$ cat src/sv/bkc_pkg.sv
`default_nettype none
// ----------------------------------------------------------------------------
// bkc_pkg: shared types and constants for the keyframe curve player
// Payload structs, command codes and fixed widths.
// ----------------------------------------------------------------------------
package bkc_pkg;

  localparam int MaxKeys  = 32;
  localparam int SlotW    = $clog2(MaxKeys);
  localparam int CountW   = 6;
  localparam int FracBits = 16;
  localparam int TimeW    = 16;
  localparam int ValW     = 32;
  localparam int TW       = FracBits + 1;
  localparam int AccW     = 40;
  localparam int QDepth   = 2;

  localparam logic CMD_TICK = 1'b0;
  localparam logic CMD_LOAD = 1'b1;

  typedef struct packed {
    logic                    cmd;
    logic [4:0]              key_slot;
    logic [TimeW-1:0]        key_time;
    logic signed [ValW-1:0]  key_value;
    logic signed [ValW-1:0]  key_out_handle;
    logic signed [ValW-1:0]  key_in_handle;
  } bkc_in_t;

  typedef struct packed {
    logic signed [ValW-1:0]  curve_value;
    logic                    recomputed;
    logic [TimeW-1:0]        frame_now;
    logic [4:0]              segment_now;
  } bkc_out_t;

  // Work handed from the front part to the back part.
  typedef struct packed {
    logic                    eval;     // evaluate the curve
    logic [TimeW-1:0]        d;        // frame - t0
    logic [TimeW-1:0]        span;     // t1 - t0 when positive
    logic [1:0]              tmode;    // 0 divide, 1 t=one, 2 t=zero
    logic signed [ValW-1:0]  p0;
    logic signed [ValW-1:0]  p1;
    logic signed [ValW-1:0]  p2;
    logic signed [ValW-1:0]  p3;
    logic [TimeW-1:0]        frame_now;
    logic [4:0]              segment_now;
  } bkc_job_t;

  localparam logic [1:0] TM_DIV  = 2'd0;
  localparam logic [1:0] TM_ONE  = 2'd1;
  localparam logic [1:0] TM_ZERO = 2'd2;

endpackage
`default_nettype wire

$ cat src/sv/bkc_back.sv
`default_nettype none
// ----------------------------------------------------------------------------
// bkc_back: curve evaluation
// Serial divide for t if span > 0, then three Horner steps, saturate, hold.
// ----------------------------------------------------------------------------
module bkc_back (
  input  wire                clk,
  input  wire                rst_n,
  input  wire                job_valid,
  output logic               job_stall,
  input  bkc_pkg::bkc_job_t  job,
  output logic               out_valid,
  input  wire                out_stall,
  output bkc_pkg::bkc_out_t  out_data
);
  import bkc_pkg::*;

  typedef enum logic [5:0] {
    B_IDLE = 6'b000001,
    B_COEF = 6'b000010,
    B_DIV  = 6'b000100,
    B_MUL  = 6'b001000,
    B_ADD  = 6'b010000,
    B_OUT  = 6'b100000
  } bst_t;

  localparam int DivSteps = TimeW + FracBits;
  localparam int StepW    = $clog2(DivSteps + 1);
  localparam int ProdW    = AccW + TW;

  bst_t                    st_r;
  bkc_job_t                j_r;
  logic signed [AccW-1:0]  a_r, b_r, c_r, acc_r;
  logic [1:0]              hstep_r;
  logic [DivSteps-1:0]     num_r;
  logic [TimeW:0]          rem_r;
  logic [DivSteps-1:0]     quo_r;
  logic [StepW-1:0]        dcnt_r;
  logic [TW-1:0]           t_r;
  logic signed [ProdW-1:0] prod_r;
  logic signed [ValW-1:0]  held_r;
  bkc_out_t                out_r;

  logic [TimeW:0]          rem_sh;
  logic signed [AccW-1:0]  e0, e1, e2, e3, ev3;
  logic signed [AccW-1:0]  fl, addend, sum;

  assign job_stall = (st_r != B_IDLE);
  assign out_valid = (st_r == B_OUT);
  assign out_data  = out_r;

  assign e0  = AccW'(j_r.p0);
  assign e1  = AccW'(j_r.p1);
  assign e2  = AccW'(j_r.p2);
  assign e3  = AccW'(j_r.p3);
  assign ev3 = (e1 - e0) + ((e1 - e0) <<< 1);
  assign rem_sh = {rem_r[TimeW-1:0], num_r[DivSteps-1]};
  // Arithmetic shift floors toward minus infinity.
  assign fl  = AccW'(prod_r >>> FracBits);
  always_comb begin
    case (hstep_r)
      2'd0:    addend = b_r;
      2'd1:    addend = c_r;
      default: addend = e0;
    endcase
  end
  assign sum = fl + addend;

  always_ff @(posedge clk) begin
    if (!rst_n) begin
      st_r   <= B_IDLE;
      held_r <= '0;
    end else begin
      case (st_r)
        B_IDLE: begin
          if (job_valid) begin
            j_r  <= job;
            st_r <= job.eval ? B_COEF : B_OUT;
            if (!job.eval) begin
              out_r.curve_value <= held_r;
              out_r.recomputed  <= 1'b0;
              out_r.frame_now   <= job.frame_now;
              out_r.segment_now <= job.segment_now;
            end
          end
        end
        B_COEF: begin
          c_r <= ev3;
          b_r <= ((e2 - e1) + ((e2 - e1) <<< 1)) - ev3;
          a_r <= e3 - e0 - ((e2 - e1) + ((e2 - e1) <<< 1));
          num_r  <= {j_r.d, FracBits'(0)};
          rem_r  <= '0;
          quo_r  <= '0;
          dcnt_r <= '0;
          st_r   <= B_DIV;
        end
        B_DIV: begin
          if (j_r.tmode != TM_DIV) begin
            t_r     <= (j_r.tmode == TM_ONE) ? TW'(1) << FracBits : '0;
            acc_r   <= a_r;
            hstep_r <= '0;
            st_r    <= B_MUL;
          end else if (dcnt_r == StepW'(DivSteps)) begin
            t_r     <= (quo_r > DivSteps'(1) << FracBits) ? TW'(1) << FracBits
                                                          : quo_r[TW-1:0];
            acc_r   <= a_r;
            hstep_r <= '0;
            st_r    <= B_MUL;
          end else begin
            // One quotient bit per cycle.
            num_r <= num_r << 1;
            if (rem_sh >= {1'b0, j_r.span}) begin
              rem_r <= rem_sh - {1'b0, j_r.span};
              quo_r <= {quo_r[DivSteps-2:0], 1'b1};
            end else begin
              rem_r <= rem_sh;
              quo_r <= {quo_r[DivSteps-2:0], 1'b0};
            end
            dcnt_r <= dcnt_r + StepW'(1);
          end
        end
        B_MUL: begin
          prod_r <= ProdW'(acc_r) * ProdW'($signed({1'b0, t_r}));
          st_r   <= B_ADD;
        end
        B_ADD: begin
          acc_r <= sum;
          if (hstep_r == 2'd2) begin
            if (sum > AccW'(32'sh7fffffff))      held_r <= 32'sh7fffffff;
            else if (sum < -AccW'(64'sh80000000)) held_r <= 32'sh80000000;
            else                                   held_r <= sum[ValW-1:0];
            if (sum > AccW'(32'sh7fffffff))      out_r.curve_value <= 32'sh7fffffff;
            else if (sum < -AccW'(64'sh80000000)) out_r.curve_value <= 32'sh80000000;
            else                                   out_r.curve_value <= sum[ValW-1:0];
            out_r.recomputed  <= 1'b1;
            out_r.frame_now   <= j_r.frame_now;
            out_r.segment_now <= j_r.segment_now;
            st_r <= B_OUT;
          end else begin
            hstep_r <= hstep_r + 2'd1;
            st_r    <= B_MUL;
          end
        end
        B_OUT: begin
          if (!out_stall) st_r <= B_IDLE;
        end
        default: st_r <= B_IDLE;
      endcase
    end
  end

endmodule
`default_nettype wire

$ cat config.mk
export PLATFORM = sky130hd
export DESIGN_NAME = bkc_back
export DESIGN_NICKNAME = d
export VERILOG_FILES = /design/src/sv/bkc_pkg.sv /design/src/sv/bkc_back.sv
export SDC_FILE = /design/constraint.sdc
export NUM_CORES = 2
export LEC_CHECK = 0
export BUFFER_PORTS_ARGS = -buffer_cell sky130_fd_sc_hd__buf_2
export CAP_MARGIN = 20
export CORE_MARGIN = 2
export CORE_UTILIZATION = 57
export CTS_BUF_LIST = sky130_fd_sc_hd__clkbuf_8
export CTS_CLUSTER_DIAMETER = 120
export DETAILED_ROUTE_END_ITERATION = 10
export PLACE_DENSITY = 0.75
export SLEW_MARGIN = 5
export SYNTH_ARGS = -nofsm -noshare
export SYNTH_HDL_FRONTEND = slang
export SYNTH_SLANG_ARGS = --single-unit
$ cat constraint.sdc
create_clock -name clk -period 20.3 [get_ports clk]
set_clock_uncertainty 0.05 [all_clocks]
set_input_delay 2.03 -clock clk [delete_from_list [all_inputs] [get_ports clk]]
set_output_delay 2.03 -clock clk [all_outputs]
set_load 0.02 [all_outputs]
==> out/qor.csv <==
stage,metric,value,unit
global_routing,initial antenna violation count,3,
setup_path,dominant cell type by count on the critical path,a21o_1,
floorplanning,core area,95000,um^2
global_routing,GRT Util Overall,27.3,%
clock_network,total CTS buffers,94,
finish,Reg area,16200,um^2
hold_path,Hold/Removal Path Class,reg2reg,
finish,area of the multi-input gates,34300,um^2
floorplanning,Die Wd,314,um
global_routing,largest net degree at the start of global routing,93,
setup_path,Critical Path RT,20.70,ns
finish,final net count,7014,
sta,RSZ-0062 raised after global routing,false,
sta,Rel. slew slack,29.0,%
floorplanning,number of I/O pins,244,
power_and_ir_drop,leakage power,27.7,nW
setup_path,CP max-delay cell,a2111oi_0,
finish,share of cells above drive strength 1,7.90,%
routing,DR pass1 iterations,6,
global_routing,vias in the first global route,41100,
routing,via count,39400,
logic_synthesis,Ys Warns,0,
clock_network,Resize count post-CTS,0,
placed_design,gpl congestion,0.933,
logic_synthesis,#FFs+latches synth,551,
sta,FMAX,0.118,GHz
power_and_ir_drop,Max VDD drop,0.0000769,V
setup_path,CP endpoint kind,register,
finish,Area Overhead vs Synth,7.84,%
global_routing,grt total ovfl,0,
run_status,status,"finished, final reports clean",
flow_run,Max Cap Viol,0,
clock_network,CTS Hold Bufs,0,
placed_design,input/output buffers,243,
logic_synthesis,"Async S/R FF share, synth",0,%
sta,Tightest Pin Transition,1.05,ns
logic_synthesis,Post-synth EDFFs,513,
clock_network,clk_lat worst skew,0.76,ns
clock_network,Root Driver,clkbuf_8,
routing,Avg WL per Cell,18.2,um
routing,WL final,130000,um
logic_synthesis,Mapped Area,54700,um^2
sta,fin. max-slew vios,0,
logic_synthesis,Most used DFF post-synth,edfxtp_1,
routing,residual DRC count,0,
clock_network,CTS tree,built,
setup_path,Crit Path Max Fanout,8,
global_routing,first-pass GRT wire length,213000,um
placed_design,dpl hpwl,100000,um
setup_path,Crit Path Class,reg2reg,
logic_synthesis,post-synthesis sequential area ratio,29.6,%
clock_network,clk slew on worst S/H paths,0.06,ns
finish,final-layout fill cell count,7835,
sta,Final min period,8.48,ns
logic_synthesis,syn_nets,6816,
setup_path,critical path startpoint category,register,
sta,setup TNS,0,ns
sta,Final setup viols,0,
routing,Routed Antenna Nets,0,
clock_network,H-tree levels,3,
sta,Final Cycle Share,41.8,%
clock_network,number of setup buffers added after CTS,0,
floorplanning,die height,314,um
sta,Hold WS,0.455,ns
routing,Starting DRT DRC Count,2931,
logic_synthesis,"Distinct cells, synth",91,
routing,Via density,5.53,
logic_synthesis,Synth Area per Inst,9.80,um^2
power_and_ir_drop,Cell Pwr Density,77.1,nW/um^2
setup_path,CP peak stage delay,0.77,ns
floorplanning,initial core utilization,57.5,%
sta,Final Hold Vio Count,0,
logic_synthesis,Cells after Synth,5578,
floorplanning,row cnt,113,
clock_network,clock buffer depth,3,
floorplanning,total die area,98400,um^2
clock_network,clk sinks,551,
setup_path,"Arr. time, crit path",8.88,ns
## critical path: cells and delay by family, from the launching register on
family,cells,cell delay [ns]
compound gates,22,4.87
fa+ha+maj,4,1.33
simple gates,6,1.11
flops,1,0.39
xor+xnor,2,0.30
buf+inv,2,0.13
## cells in the mapped netlist (50+ instances only)
cell | n | area (um^2)
a21o_1 | 119 | 893
a21oi_1 | 247 | 1240
and2_1 | 312 | 1950
clkbuf_1 | 167 | 627
edfxtp_1 | 513 | 15400
fa_1 | 665 | 13300
ha_1 | 385 | 4820
inv_1 | 941 | 3530
nand2_1 | 837 | 3140
nor2_1 | 215 | 807
nor2b_1 | 51 | 319
nor3_1 | 50 | 250
o21ai_0 | 191 | 956
xnor2_1 | 187 | 1640
xor2_1 | 75 | 657
## cell usage in the layout, fill, tap and decap left out, types with 75 or more instances in the layout
cell type,count
inv_1,961
nand2_1,837
fa_1,665
edfxtp_1,513
ha_1,385
and2_1,310
a21oi_1,247
buf_2,243
nor2_1,213
o21ai_0,191
xnor2_1,187
a21o_1,119
clkbuf_8,102
xor2_1,75
## logic make-up after synthesis
logic type      share of synthesized area, %
mux                                    0.314
flops                                   29.6
xor+xnor                                4.28
fa+ha+maj                               33.2
buf+inv                                 7.77
compound gates                          10.4
simple gates                            14.5
## per-layer routing
layer  vias to the layer above  GRT usage, %  share of wire (%)
met4                         0          7.58                2.4
met3                       215          5.38                8.2
met5                         -             0                  0
li1                      18500             -                  -
met1                     19200          37.5                 42
met2                      1409          44.6                 47
## state kept, by name, indices dropped and copies added, names as in the netlist, 16 cells and up
register and flops:
a_r 36, acc_r 40, t_r 17, j_r 55
prod_r 40, quo_r 32, e0 32, held_r 32
e1 32, c_r 35, e2 32, out_data 54
rem_r 16, num_r 16, e3 32, b_r 36
## through the flow
step	area, um^2	instances	power, mW	setup slack [ns]	utilization, %
2_1_floorplan	54700	5578	3.14	13.05	-
3_3_place_gp	57100	6944	3.50	12.10	60.1
3_5_place_dp	57100	6945	3.56	11.98	60.1
4_1_cts	58900	7116	4.55	11.92	62.0
5_1_grt	58900	7119	4.87	11.14	62.0
6_report	58900	7121	4.54	11.82	62.0
## where the power goes
group	switching, mW	internal [mW]
registers	0.0143	1.41
clock network	0.470	0.502
logic	1.22	0.932
total	1.70	2.84
## final cells by class
cell class	count	share of cell area, %
Clock inverter	69	0.681
Multi-Input combinational cell	3900	58.2
Timing Repair Buffer	288	2.66
Inverter	941	5.99
Clock buffer	102	2.38
Antenna cell	5	0.0212
Tap cell	1265	2.69
Sequential cell	551	27.4
## path summary, 6_finish.rpt
path | start | to | slack (ns) | depth (start not counted)
worst max-delay path | e1[0]$_DFFE_PP_ | b_r[38]$_DFFE_PP_ | 11.82 | 36
worst max register to register | e1[0]$_DFFE_PP_ | b_r[38]$_DFFE_PP_ | 11.82 | 36
worst min-delay path | held_r[31]$_SDFFE_PN0P_ | held_r[31]$_SDFFE_PN0P_ | 0.46 | 1
worst min register to register | held_r[31]$_SDFFE_PN0P_ | held_r[31]$_SDFFE_PN0P_ | 0.46 | 1
(Power assumes the default switching activity.)
