## src/sv/bkc_pkg.sv

```systemverilog
`default_nettype none
// ----------------------------------------------------------------------------
// bkc_pkg: shared types and constants for the keyframe curve player
// Payload structs, command codes and fixed widths.
// ----------------------------------------------------------------------------
package bkc_pkg;

  localparam int MaxKeys  = 32;
  localparam int SlotW    = $clog2(MaxKeys);
  localparam int CountW   = 6;
  localparam int FracBits = 16;
  localparam int TimeW    = 16;
  localparam int ValW     = 32;
  localparam int TW       = FracBits + 1;
  localparam int AccW     = 40;
  localparam int QDepth   = 2;

  localparam logic CMD_TICK = 1'b0;
  localparam logic CMD_LOAD = 1'b1;

  typedef struct packed {
    logic                    cmd;
    logic [4:0]              key_slot;
    logic [TimeW-1:0]        key_time;
    logic signed [ValW-1:0]  key_value;
    logic signed [ValW-1:0]  key_out_handle;
    logic signed [ValW-1:0]  key_in_handle;
  } bkc_in_t;

  typedef struct packed {
    logic signed [ValW-1:0]  curve_value;
    logic                    recomputed;
    logic [TimeW-1:0]        frame_now;
    logic [4:0]              segment_now;
  } bkc_out_t;

  // Work handed from the front part to the back part.
  typedef struct packed {
    logic                    eval;     // evaluate the curve
    logic [TimeW-1:0]        d;        // frame - t0
    logic [TimeW-1:0]        span;     // t1 - t0 when positive
    logic [1:0]              tmode;    // 0 divide, 1 t=one, 2 t=zero
    logic signed [ValW-1:0]  p0;
    logic signed [ValW-1:0]  p1;
    logic signed [ValW-1:0]  p2;
    logic signed [ValW-1:0]  p3;
    logic [TimeW-1:0]        frame_now;
    logic [4:0]              segment_now;
  } bkc_job_t;

  localparam logic [1:0] TM_DIV  = 2'd0;
  localparam logic [1:0] TM_ONE  = 2'd1;
  localparam logic [1:0] TM_ZERO = 2'd2;

endpackage
`default_nettype wire

```

## src/sv/bkc_queue.sv

```systemverilog
`default_nettype none
// ----------------------------------------------------------------------------
// bkc_queue: short job queue between front and back
// Two-entry FIFO; each side stalls on its own.
// ----------------------------------------------------------------------------
module bkc_queue (
  input  wire                clk,
  input  wire                rst_n,
  input  wire                wr_valid,
  output logic               wr_stall,
  input  bkc_pkg::bkc_job_t  wr_data,
  output logic               rd_valid,
  input  wire                rd_stall,
  output bkc_pkg::bkc_job_t  rd_data
);
  import bkc_pkg::*;

  bkc_job_t   q_r [QDepth];
  logic       wp_r, rp_r;
  logic [1:0] cnt_r;
  logic       push, pop;

  assign wr_stall = (cnt_r == 2'(QDepth));
  assign rd_valid = (cnt_r != 2'd0);
  assign rd_data  = q_r[rp_r];
  assign push     = wr_valid && !wr_stall;
  assign pop      = rd_valid && !rd_stall;

  always_ff @(posedge clk) begin
    if (push) q_r[wp_r] <= wr_data;
  end

  always_ff @(posedge clk) begin
    if (!rst_n) begin
      wp_r  <= 1'b0;
      rp_r  <= 1'b0;
      cnt_r <= '0;
    end else begin
      if (push) wp_r <= ~wp_r;
      if (pop)  rp_r <= ~rp_r;
      cnt_r <= cnt_r + 2'(push) - 2'(pop);
    end
  end

endmodule
`default_nettype wire

```

## config.mk

```make
export PLATFORM = sky130hd
export DESIGN_NAME = bkc_queue
export DESIGN_NICKNAME = d
export VERILOG_FILES = /design/src/sv/bkc_pkg.sv /design/src/sv/bkc_queue.sv
export SDC_FILE = /design/constraint.sdc
export NUM_CORES = 1
export LEC_CHECK = 0
export BUFFER_PORTS_ARGS = -buffer_cell sky130_fd_sc_hd__buf_4
export CELL_PAD_IN_SITES_DETAIL_PLACEMENT = 0
export CELL_PAD_IN_SITES_GLOBAL_PLACEMENT = 1
export CORE_MARGIN = 4
export CORE_UTILIZATION = 35
export CTS_BUF_LIST = sky130_fd_sc_hd__clkbuf_8
export DETAILED_ROUTE_END_ITERATION = 12
export PLACE_DENSITY_LB_ADDON = 0.1
export SLEW_MARGIN = 20
export SYNTH_ARGS = -nofsm -noshare
export SYNTH_HDL_FRONTEND = slang
export SYNTH_SLANG_ARGS = --single-unit
```

## constraint.sdc

```tcl
create_clock -name clk -period 13.8 [get_ports clk]
set_clock_uncertainty 0.05 [all_clocks]
set_input_delay 2.76 -clock clk [delete_from_list [all_inputs] [get_ports clk]]
set_output_delay 2.76 -clock clk [all_outputs]
set_load 0.005 [all_outputs]
```

==> results of run 1 <==
-- power by group --
part           switching [mW]  total, mW  internal [mW]
combinational           0.314      0.701          0.387
sequential             0.0512       1.47           1.42
clock                   0.427      0.889          0.462
total                   0.793       3.06           2.27
-- per-layer routing --
metal / global-route usage / wire [microns] / vias up
met1: 0.1639 / 11870 / 3453
met4: 0.04498 / 662 / 6
met2: 0.2334 / 15060 / 267
li1: - / - / 3258
met5: 0 / 39 / -
met3: 0.08501 / 3692 / 61
-- placed cells by master, fill, tap and decap left out --
master	n
or2b_1	1
or2_2	1
mux2i_1	3
dfxtp_4	1
clkbuf_8	69
clkinv_2	7
xnor2_1	1
buf_12	1
dfxtp_1	4
mux2_2	184
nor2_4	1
inv_1	23
ha_1	2
xor2_1	1
buf_4	381
nor2b_1	2
and3_4	1
clkinvlp_4	2
nand2b_1	2
nand2_1	3
edfxtp_1	368
clkinv_1	20
and2_1	1
-- final cells by class --
class | instances | area [sq um]
inverter | 2 | 7.507
clock inverter | 50 | 203.9
timing repair buffer | 382 | 2880
tap | 511 | 639.4
clock buffer | 69 | 949.7
sequential | 373 | 11150
fill | 3356 | 19870
multi-input combinational | 203 | 2223
-- kinds of logic after synthesis --
family	count (synthesis)
and+or+nand+nor	12
buffers and inverters	22
xor gates and xnor gates	2
adders and majority gates	2
muxes	187
DFF	373
-- sequential cells by signal (all words and copies together) (netlist names), named ones only --
name	count
rp_r	1
wp_r	1
cnt_r	2
q_r	368
-- worst paths after layout --
kind | startpoint | end | slack (ns) | cells past startpoint
worst max-delay path | flip-flop | rd_data[108] | 7.91 | 3
worst min-delay path | rp_r$_SDFFE_PN0P_ | flip-flop | 0.42 | 2
worst max register to register | cnt_r[1]$_SDFF_PN0_ | q_r[0][102]$_DFFE_PP_ | 10.78 | 6
worst min register to register | rp_r$_SDFFE_PN0P_ | flip-flop | 0.42 | 2
-- worst max-delay path: stages, from the launching register on --
cell and delay [ns]:
dfxtp_4 1.02, buf_4 0.83, mux2_2 0.42, buf_4 0.14
==> flow_metrics.env, run 1 <==
export IMPL_status="finished clean"
export IMPL_clockBufferDepth=3
export IMPL_die_area_sq_um=42000
export IMPL_min_period_ns=5.886
export IMPL_synth_top_area_cell="edfxtp_1"
export IMPL_synth_top_family_by_area="multiplexers"
export IMPL_drive_above_1_share=0.6006
export IMPL_cts_sinks=373
export IMPL_cap_violations=0
export IMPL_cts_resized=0
export IMPL_rows=71
export IMPL_clk_insertion_delay_late_ns=0.58
export IMPL_die_y_microns=204.9
export IMPL_crit_type="flip-flop to output port"
export IMPL_hold_buffers=0
export IMPL_die_x_microns=204.9
export IMPL_drc=0
export IMPL_critPathRequiredTime_ns=10.99
export IMPL_syn_inst=598
export IMPL_yosys_cell_count_top_type="edfxtp_1"
export IMPL_coreArea_sq_um=37930
export IMPL_dp_cells=1471
export IMPL_synth_xor_area_frac=0.001290
export IMPL_path_clk_slew_ns=0.05
export IMPL_ctsRootBufferMaster="clkbuf_8"
export IMPL_place_gp_congestion=0.6974
export IMPL_end_kind="output port"
export IMPL_tightest_slew_ns=1.007
export IMPL_cp_data_arrival_time_ns=3.08
export IMPL_p_leak_nw=6.748
export IMPL_dpl_cell_area_sq_um=16910
export IMPL_grt_start_max_net_pins=70
export IMPL_dpl_hpwl_microns=20750
export IMPL_final_cells=1590
export IMPL_drtIter0Drc=268
export IMPL_fin_crit_sh=0.4265
export IMPL_synth_nets=788
export IMPL_synth_compound_area_frac=0
export IMPL_wl_microns=31320
export IMPL_antenna_found_initial=3
export IMPL_wl_per_cell_microns=19.70
export IMPL_fin_util=0.4761
export IMPL_cts_tree="built"
export IMPL_htree_levels=3
export IMPL_ys_top_cells_by_area="edfxtp_1 81%, mux2_2 15%, buf_6 1.3%, dfxtp_1 0.74%, mux2i_1 0.22%"
export IMPL_synthTopCellsByCount="368 x edfxtp_1, 184 x mux2_2, 16 x buf_6"
export IMPL_relSlewSlack=0.3286
export IMPL_antennaDiodeCount=0
export IMPL_synthArstFlopShare=0
export IMPL_post_cts_buffers=0
export IMPL_vias=7045
export IMPL_grt_pass1_wl_microns=45720
export IMPL_synth_simple_area_share=0.004885
export IMPL_grt_pass1_vias=7625
export IMPL_power_density_nw_per_um2=169.7
export IMPL_avgSynthCellArea_sq_um=22.70
export IMPL_pre_cts_slack_ns=8.317
export IMPL_muxShareOfSynthArea=0.1549
export IMPL_final_hold_viol_count=0
export IMPL_setup_violations=0
export IMPL_synth_adder_area_share=0.001843
export IMPL_synth_distinct_cells=19
export IMPL_cts_buffers_inserted=66
export IMPL_grt_overflow=0
export IMPL_ys_ff_latch=373
export IMPL_rsz0062_at_grt="no"
export IMPL_yosysWarnings=0
export IMPL_syn_to_final_growth_pct=33.04
export IMPL_vias_per_cell=4.431
export IMPL_fin_ws_ns=7.914
export IMPL_worstPathMaxFanout=69
export IMPL_drt_pass1_iterations=4
export IMPL_max_freq_mhz=169.9
export IMPL_slew_viol_final=0
export IMPL_peakVddDrop_mv=0.07420
export IMPL_synth_area_sq_um=13570
export IMPL_postRouteAntennaNets=0
export IMPL_final_cell_area_sq_um=18060
export IMPL_port_buffers=373
export IMPL_finalSetupTns_ns=0
export IMPL_synth_top_area_share=0.8141
export IMPL_start_util=0.3579
export IMPL_power_total_mw=3.065
export IMPL_nets=1218
export IMPL_critPathLaunchType="flip-flop"
export IMPL_timing_hold_ws_ns=0.4201
export IMPL_grt_total_usage=0.1452
export IMPL_design_portCount=374
export IMPL_yosys_most_used_dff="edfxtp_1"
export IMPL_synth_edf_count=368
export IMPL_synth_seq_area_share=0.8215
export IMPL_hold_path_class="flip-flop to flip-flop"
No activity file was read; power rests on OpenSTA's default activity.
==> run 2: changes to the inputs <==
clock period = 5.5 ns   (was 13.8 ns; I/O delays follow)
==> run 2 against run 1 <==
Clock power is 130% higher. Register-to-register slack worse by 7.4 ns. Combinational power rose to 2.6 times the previous value. Worst setup slack worse by 6.1 ns. Utilization is 0.14 points lower. Global-route usage shrank 0.074 points. Worst hold slack about the same. Die area unchanged. Final area shrank 0.30%. Sequential cell count unchanged. Critical path depth is 1 higher. Critical path type unchanged. Power increased by 150%.
==> flow_metrics.env, run 2 (synthesis results as in run 1) <==
export IMPL_status="finished clean"
export IMPL_crit_cells=4
export IMPL_p_leak_nw=6.728
export IMPL_die_y_microns=204.9
export IMPL_r2r_end="q_r[0][81]$_DFFE_PP_"
export IMPL_path_common_cell="buf_4"
export IMPL_timing_rr_start="cnt_r[1]$_SDFF_PN0_"
export IMPL_worstRegToRegCells=4
export IMPL_dpl_hpwl_microns=20960
export IMPL_critPathRequiredTime_ns=4.35
export IMPL_largest_reg_flops=368
export IMPL_grt_overflow=0
export IMPL_rrSetupSlack_ns=3.33
export IMPL_hold_buffers=0
export IMPL_max_freq_mhz=270.0
export IMPL_fin_crit_sh=0.6733
export IMPL_rsz0062_at_grt="no"
export IMPL_crit_type="flip-flop to output port"
export IMPL_largestRegisters="q_r: 368 flops, cnt_r: 2 flops"
export IMPL_slew_viol_final=0
export IMPL_slowest_delay_ns=0.71
export IMPL_grt_total_usage=0.1445
export IMPL_syn_to_final_growth_pct=32.64
export IMPL_endpoint="rd_data[98]"
export IMPL_final_cell_area_sq_um=18000
export IMPL_slowest_stage="dfxtp_4"
export IMPL_die_area_sq_um=42000
export IMPL_wl_per_cell_microns=19.79
export IMPL_nets=1215
export IMPL_grt_pass1_vias=7478
export IMPL_hold_path_class="flip-flop to flip-flop"
export IMPL_relSlewSlack=0.4447
export IMPL_port_buffers=373
export IMPL_path_clk_slew_ns=0.05
export IMPL_power_density_nw_per_um2=419.9
export IMPL_critPathLaunchType="flip-flop"
export IMPL_antenna_found_initial=4
export IMPL_cp_data_arrival_time_ns=2.55
export IMPL_drc=0
export IMPL_peakVddDrop_mv=0.2175
export IMPL_post_cts_buffers=0
export IMPL_place_gp_congestion=0.7457
export IMPL_cap_violations=0
export IMPL_vias=7029
export IMPL_rows=71
export IMPL_htree_levels=2
export IMPL_final_hold_viol_count=0
export IMPL_finalSetupTns_ns=0
export IMPL_layout_commonest_cell="buf_4"
export IMPL_dpl_cell_area_sq_um=16930
export IMPL_die_x_microns=204.9
export IMPL_cts_resized=0
export IMPL_wl_microns=31310
export IMPL_final_cells=1582
export IMPL_tightest_slew_ns=0.8329
export IMPL_ctsRootBufferMaster="clkbuf_8"
export IMPL_drt_pass1_iterations=4
export IMPL_coreArea_sq_um=37930
export IMPL_crit_buf_inv=3
export IMPL_dp_cells=1473
export IMPL_layout_common_cells="382 x buf_4, 368 x edfxtp_1, 184 x mux2_2"
export IMPL_drive_above_1_share=0.5981
export IMPL_cts_buffers_inserted=60
export IMPL_drtIter0Drc=317
export IMPL_grt_start_max_net_pins=107
export IMPL_postRouteAntennaNets=0
export IMPL_regMostFlops="q_r"
export IMPL_clockBufferDepth=3
export IMPL_worstPathMaxFanout=37
export IMPL_clk_insertion_delay_late_ns=0.62
export IMPL_grt_pass1_wl_microns=45440
export IMPL_path_cells="buf_12 -> buf_4 -> mux2_2 -> buf_4"
export IMPL_setup_violations=0
export IMPL_cts_tree="built"
export IMPL_critPathTopFamily="buffers and inverters"
export IMPL_min_period_ns=3.703
export IMPL_start_util=0.3579
export IMPL_design_portCount=374
export IMPL_cts_sinks=373
export IMPL_vias_per_cell=4.443
export IMPL_end_kind="output port"
==> run 2: worst min path at each step <==
stage                            from         to  slack, ns  cells past startpoint
floorplan           rp_r$_SDFFE_PN0P_  flip-flop       0.40                      2
global placement    rp_r$_SDFFE_PN0P_  flip-flop       0.41                      2
detailed placement  rp_r$_SDFFE_PN0P_  flip-flop       0.42                      2
CTS                 rp_r$_SDFFE_PN0P_  flip-flop       0.43                      2
global route        rp_r$_SDFFE_PN0P_  flip-flop       0.49                      2
finish              rp_r$_SDFFE_PN0P_  flip-flop       0.42                      2
==> run 2: where the power goes <==
part	internal [mW]	total [mW]	switching, mW
clock	1.07	2.08	1.02
combinational	0.985	1.80	0.816
sequential	3.57	3.68	0.105
total	5.62	7.56	1.94
==> run 2: area by class of cell <==
cell class                 count  area, sq um
fill                        3324        19930
sequential                   373        11150
timing repair buffer         385         2928
multi-input combinational    203         2223
clock buffer                  61        839.6
tap                          511        639.4
clock inverter                46        210.2
inverter                       2        7.507
antenna                        1        2.502
==> run 2: worst register-to-register path, cell delays in order, from the launching register on <==
cell     delay [ns]
dfxtp_1        0.33
or2b_1         0.20
nand2_1        0.15
nor2_4         0.45
buf_4          0.59
==> run 2: routing by layer <==
metal | track usage | wire length [microns]
met3 | 0.07804 | 3887
met5 | 0 | 37
met2 | 0.2199 | 14460
met4 | 0.06029 | 962
met1 | 0.1716 | 11960
==> run 2: stage by stage <==
step	hold slack [ns]	setup slack, ns	power, mW	util
final	0.4199	1.797	7.559	0.4747
after global routing	0.4914	1.607	8.009	0.4747
after CTS	0.4259	1.494	7.731	0.4741
after detailed placement	0.4168	2.208	5.588	0.4464
after global placement	0.4095	2.230	5.580	0.4464
after floorplan	0.4016	1.072	4.631	-
